## config.mk

```make
export PLATFORM = sky130hd
export DESIGN_NAME = fsee_ctrl
export DESIGN_NICKNAME = d
export VERILOG_FILES = /design/src/sv/fsee_pkg.sv /design/src/sv/fsee_ctrl.sv
export SDC_FILE = /design/constraint.sdc
export NUM_CORES = 1
export LEC_CHECK = 0
export BUFFER_PORTS_ARGS = -buffer_cell sky130_fd_sc_hd__buf_2
export CAP_MARGIN = 15
export CORE_AREA = 2 2 39 41
export DETAILED_ROUTE_END_ITERATION = 8
export DIE_AREA = 0 0 41 43
export MAX_ROUTING_LAYER = met4
export PLACE_DENSITY = 0.76
export SETUP_SLACK_MARGIN = 0.2
export SLEW_MARGIN = 20
export SYNTH_ARGS = -nofsm -noshare
export SYNTH_HDL_FRONTEND = slang
export SYNTH_SLANG_ARGS = --single-unit
```

## constraint.sdc

```tcl
create_clock -name clk_i -period 1.7 [get_ports clk_i]
set_input_delay 0.085 -clock clk_i [delete_from_list [all_inputs] [get_ports clk_i]]
set_output_delay 0.085 -clock clk_i [all_outputs]
set_load 0.03 [all_outputs]
```

## src/sv/fsee_pkg.sv

```systemverilog
`timescale 1ns / 1ps
// Shared types and constants for the floating-point stack evaluator.
package fsee_pkg;

  localparam int unsigned STACK_DEPTH_DEF = 64;

  typedef enum logic [2:0] {
    CMD_PUSH  = 3'd0,
    CMD_ADD   = 3'd1,
    CMD_SUB   = 3'd2,
    CMD_MUL   = 3'd3,
    CMD_DIV   = 3'd4,
    CMD_PRINT = 3'd5
  } cmd_e;

  typedef enum logic [1:0] {
    ST_OK    = 2'd0,
    ST_UNDER = 2'd1,
    ST_OVER  = 2'd2
  } status_e;

  typedef enum logic [1:0] {
    ADDR_TOP  = 2'd0,
    ADDR_M1   = 2'd1,
    ADDR_M2   = 2'd2
  } addr_sel_e;

  typedef struct packed {
    logic      latch_in;
    logic      mem_we;
    logic      wr_fpu;
    addr_sel_e addr_sel;
    logic      cap_a;
    logic      fpu_start;
    logic      depth_inc;
    logic      depth_dec;
    logic      depth_clr;
    logic      out_load;
    status_e   out_status;
  } ctrl_cmd_t;

  typedef struct packed {
    logic [2:0] cmd;
    logic       full;
    logic       under2;
    logic       empty;
    logic       last;
    logic       fpu_done;
    logic       out_free;
  } dp_stat_t;

endpackage

```

## src/sv/fsee_ctrl.sv

```systemverilog
`timescale 1ns / 1ps
// Controller state machine sequencing one instruction at a time.
module fsee_ctrl (
  input  logic                clk_i,
  input  logic                rst_ni,
  input  logic                in_valid_i,
  output logic                in_stall_o,
  input  fsee_pkg::dp_stat_t  stat_i,
  output fsee_pkg::ctrl_cmd_t cmd_o
);
  import fsee_pkg::*;

  typedef enum logic [3:0] {
    S_IDLE, S_DECODE, S_RDA, S_RDB, S_OPB, S_CALC, S_PRP, S_PRL, S_ERR, S_FIN
  } state_e;

  state_e  state_q, state_d;
  status_e err_q, err_d;

  always_comb begin
    state_d = state_q;
    err_d   = err_q;
    cmd_o   = '0;
    cmd_o.addr_sel   = ADDR_TOP;
    cmd_o.out_status = ST_OK;
    unique case (state_q)
      S_IDLE: begin
        if (in_valid_i) begin
          cmd_o.latch_in = 1'b1;
          state_d = S_DECODE;
        end
      end
      S_DECODE: begin
        unique case (stat_i.cmd)
          CMD_PUSH: begin
            if (stat_i.full) begin
              err_d   = ST_OVER;
              state_d = S_ERR;
            end else begin
              cmd_o.mem_we    = 1'b1;
              cmd_o.depth_inc = 1'b1;
              state_d = S_FIN;
            end
          end
          CMD_ADD, CMD_SUB, CMD_MUL, CMD_DIV: begin
            err_d   = ST_UNDER;
            state_d = stat_i.under2 ? S_ERR : S_RDA;
          end
          CMD_PRINT: begin
            err_d   = ST_UNDER;
            state_d = stat_i.empty ? S_ERR : S_PRP;
          end
          default: state_d = S_FIN;
        endcase
      end
      S_RDA: begin
        cmd_o.addr_sel = ADDR_M1;
        state_d = S_RDB;
      end
      S_RDB: begin
        cmd_o.addr_sel = ADDR_M2;
        cmd_o.cap_a    = 1'b1;
        state_d = S_OPB;
      end
      S_OPB: begin
        cmd_o.addr_sel  = ADDR_M2;
        cmd_o.fpu_start = 1'b1;
        state_d = S_CALC;
      end
      S_CALC: begin
        cmd_o.addr_sel = ADDR_M2;
        if (stat_i.fpu_done) begin
          cmd_o.mem_we    = 1'b1;
          cmd_o.wr_fpu    = 1'b1;
          cmd_o.depth_dec = 1'b1;
          state_d = S_FIN;
        end
      end
      S_PRP: begin
        cmd_o.addr_sel = ADDR_M1;
        state_d = S_PRL;
      end
      S_PRL: begin
        cmd_o.addr_sel = ADDR_M1;
        if (stat_i.out_free) begin
          cmd_o.out_load  = 1'b1;
          cmd_o.depth_dec = 1'b1;
          state_d = S_FIN;
        end
      end
      S_ERR: begin
        if (stat_i.out_free) begin
          cmd_o.out_load   = 1'b1;
          cmd_o.out_status = err_q;
          state_d = S_FIN;
        end
      end
      S_FIN: begin
        cmd_o.depth_clr = stat_i.last;
        state_d = S_IDLE;
      end
    endcase
  end

  always_ff @(posedge clk_i or negedge rst_ni) begin
    if (!rst_ni) begin
      state_q <= S_IDLE;
      err_q   <= ST_OK;
    end else begin
      state_q <= state_d;
      err_q   <= err_d;
    end
  end

  assign in_stall_o = state_q != S_IDLE;

endmodule

```

==> flow_summary.toml <==
[clock_tree]
clk_pin_slew_ns = 0.04
clk_latency_ns = 0.25
cts_tree = "done"
cts-buffers-inserted = 3
htreeDepth = 1
root_buffer = "clkbuf_4"
clockBufferDepth = 2
clkSinkCount = 6

[floorplan]
dieHeight_um = 43
start_util_pct = 39.15
rows = 14
die_area_mm2 = 0.001763
die_x_um = 41
io_pins = 26
coreArea_mm2 = 0.001384

[worst_hold_path]
min-delay-path-class = "input pin to asynchronous set/reset pin"

[critical_path]
critPathSlowestCell = "or4b_4"
path_class = "register to primary output"
setup.worst_path.start_class = "register"
max_stage_delay_ns = 0.56
endpoint_kind = "primary output"
path_buf_inv = 1
worstPathRequired_ns = 1.62
crit_fanout = 5
crit_chain = "or4b_4 > nor3_4 > buf_6"
arrival_ns = 1.56
path_delay_family = "simple AND/OR/NAND/NOR gates"

[placed_design]
place_area_um2 = 713.2
dp_hpwl_um = 1207
portBuffers = 25
dp_cells = 108
gp_congestion = 0.8563

[timing]
setup_tns_ns = 0
period_share_pct = 96.92
fmax_ghz = 0.6070
period_minus_slack_ns = 1.648
slew_headroom_pct = 69.07
worst_slew_pin_slew_ns = 0.4597
fin_skew_ns = 0.001496
finalHoldViolCount = 0
maxSlewViolCount = 0
setup_viol = 0
grt_setup_unrepaired = "yes"

[finish]
utilization_pct = 75.59
drive_gt1_share_pct = 66.97
design_area_mm2 = 0.001046
area_delta_synth_final_pct = 93.07
layout.nets = 123
diodes = 0
stdcell_count = 125

[power_and_ir_drop]
ir_worst_vdd_mv = 1.508
power_w = 0.002042
cellPowerDensity_mw_per_mm2 = 1952
power_leakage_nw = 0.4797

[global_route]
grtUsageTotal_pct = 25.70
antenna_found_initial = 0
grt_pass1_vias = 681
grt_overflow = 0
grt_pass1_wl_um = 3022
grt_max_degree = 10

[drt]
vias = 770
drt_iter0_markers = 36
antenna_left = 0
wirelength_um = 2363
dr.pass1.iters = 5
viasPerCell = 6.160
post-route-drc-count = 0
wl_per_cell_um = 18.90

[synthesis]
yosysUniqueCellTypes = 29
synth_xor_area_share_pct = 0
yosysWarnings = 0
synth-compound-area-share_pct = 22.63
syn_area_um2 = 541.8
ys_seq_area_share_pct = 27.71
netlist_instances = 66
ys_seq_elements = 6
muxShareOfSynthArea_pct = 8.314
synth_area_leaders = "dfrtp_1 (28%), mux2_2 (8.3%), and3_1 (8.1%), nor2_1 (4.2%), a32o_1 (3.7%)"
synth_edf_count = 0
synth_commonest_cells = "and3_1 (7), dfrtp_1 (6), nor2_1 (6)"
synthSimpleGateAreaFrac_pct = 35.33
async_flop_share_pct = 100.0
synthFlopType = "dfrtp_1"
synth_most_common_cell = "and3_1"
synth_adder_area_share_pct = 0
synth_top_family_by_area = "simple AND/OR/NAND/NOR gates"
synth_nets = 78
synth_top_cell_area_share_pct = 27.71
synth_top_area_cell = "dfrtp_1"
syn_area_per_cell_um2 = 8.209

[status]
status = "finished clean"

[flow_run]
maxCapViolCount = 0
[timing repair]
item | 4_1_cts | 5_1_grt
buffers inserted | 8 | 5
pin swaps | 3 | 2
setup endpoints to repair | 11 | 14
hold buffers | 1 | 0
endpoints found under the hold margin | 6 | 0
gates resized for setup | 26 | 31
[metrics by stage]
stage / setup WS (ns) / hold WS [ns]
after floorplan: 0.2455 / -0.2106
after detailed placement: 0.2328 / -0.08054
after global routing: 0.01597 / 0.2178
final: 0.05243 / 0.1968
after CTS: 0.09093 / 0.1940
after global placement: 0.2510 / -0.08406
[per-layer routing]
metal | vias to the layer above | wire length (um) | global-route usage [%] | share of wire, %
li1 | 334 | - | - | -
met1 | 372 | 942 | 31.82 | 40
met2 | 56 | 1196 | 40.94 | 51
met3 | 8 | 169 | 5.759 | 7.2
met4 | 0 | 53 | 6.000 | 2.2
met5 | - | 0 | - | 0
[cells in the final DEF, fill, tap and decap left out, types with 2 or more instances in the layout]
cell / synthesis / layout
buf_6: 1 / 16
buf_2: 2 / 14
buf_4: 0 / 13
and3_4: 0 / 5
nand2_1: 4 / 4
a21oi_1: 3 / 3
mux2_4: 0 / 3
nor2_1: 6 / 3
o21ai_0: 3 / 3
clkbuf_4: 0 / 3
dfrtp_1: 6 / 3
dfrtp_2: 0 / 3
nor2_4: 0 / 2
nor2b_4: 0 / 2
and3_1: 7 / 2
and2_1: 3 / 2
o211ai_1: 2 / 2
nand2b_1: 2 / 2
a32o_1: 2 / 2
[final cells by class]
cell class | instances | area, um2
Multi-Input combinational cell | 54 | 484.2
Tap cell | 16 | 20.02
Inverter | 2 | 7.507
Clock buffer | 3 | 22.52
Fill cell | 91 | 337.8
Timing Repair Buffer | 44 | 357.8
Sequential cell | 6 | 153.9
[where the power goes]
group | switching (W) | internal (W)
Clock | 0.0000529 | 0.0000799
Sequential | 0.000108 | 0.000220
Combinational | 0.000810 | 0.000771
Total | 0.000971 | 0.00107
[registers in the layout, indices dropped and copies added (netlist names)]
name and flops:
state_q 4, err_q 2
[cells by family (layout without fill, tap and decap cells)]
| kind of cell | Yosys count | in the layout |
|---|---|---|
| simple gates | 32 | 32 |
| compound gates | 18 | 18 |
| flops | 6 | 6 |
| buf+inv | 6 | 49 |
| mux | 4 | 4 |
[worst paths after layout]
path	from	end	slack, ns	cells past startpoint
min in group clk_i	stat_i[5]	err_q[1]	0.24	3
worst max-delay path	state_q[1]	cmd_o[5]	0.05	3
worst max register to register	state_q[1]	err_q[0]	0.11	5
worst min-delay path	rst_ni	state_q[0]	0.20	2
worst min register to register	err_q[0]	err_q[0]	0.54	1
max in group asynchronous	rst_ni	state_q[1]	1.34	2
No activity file was read; power rests on OpenSTA's default activity.
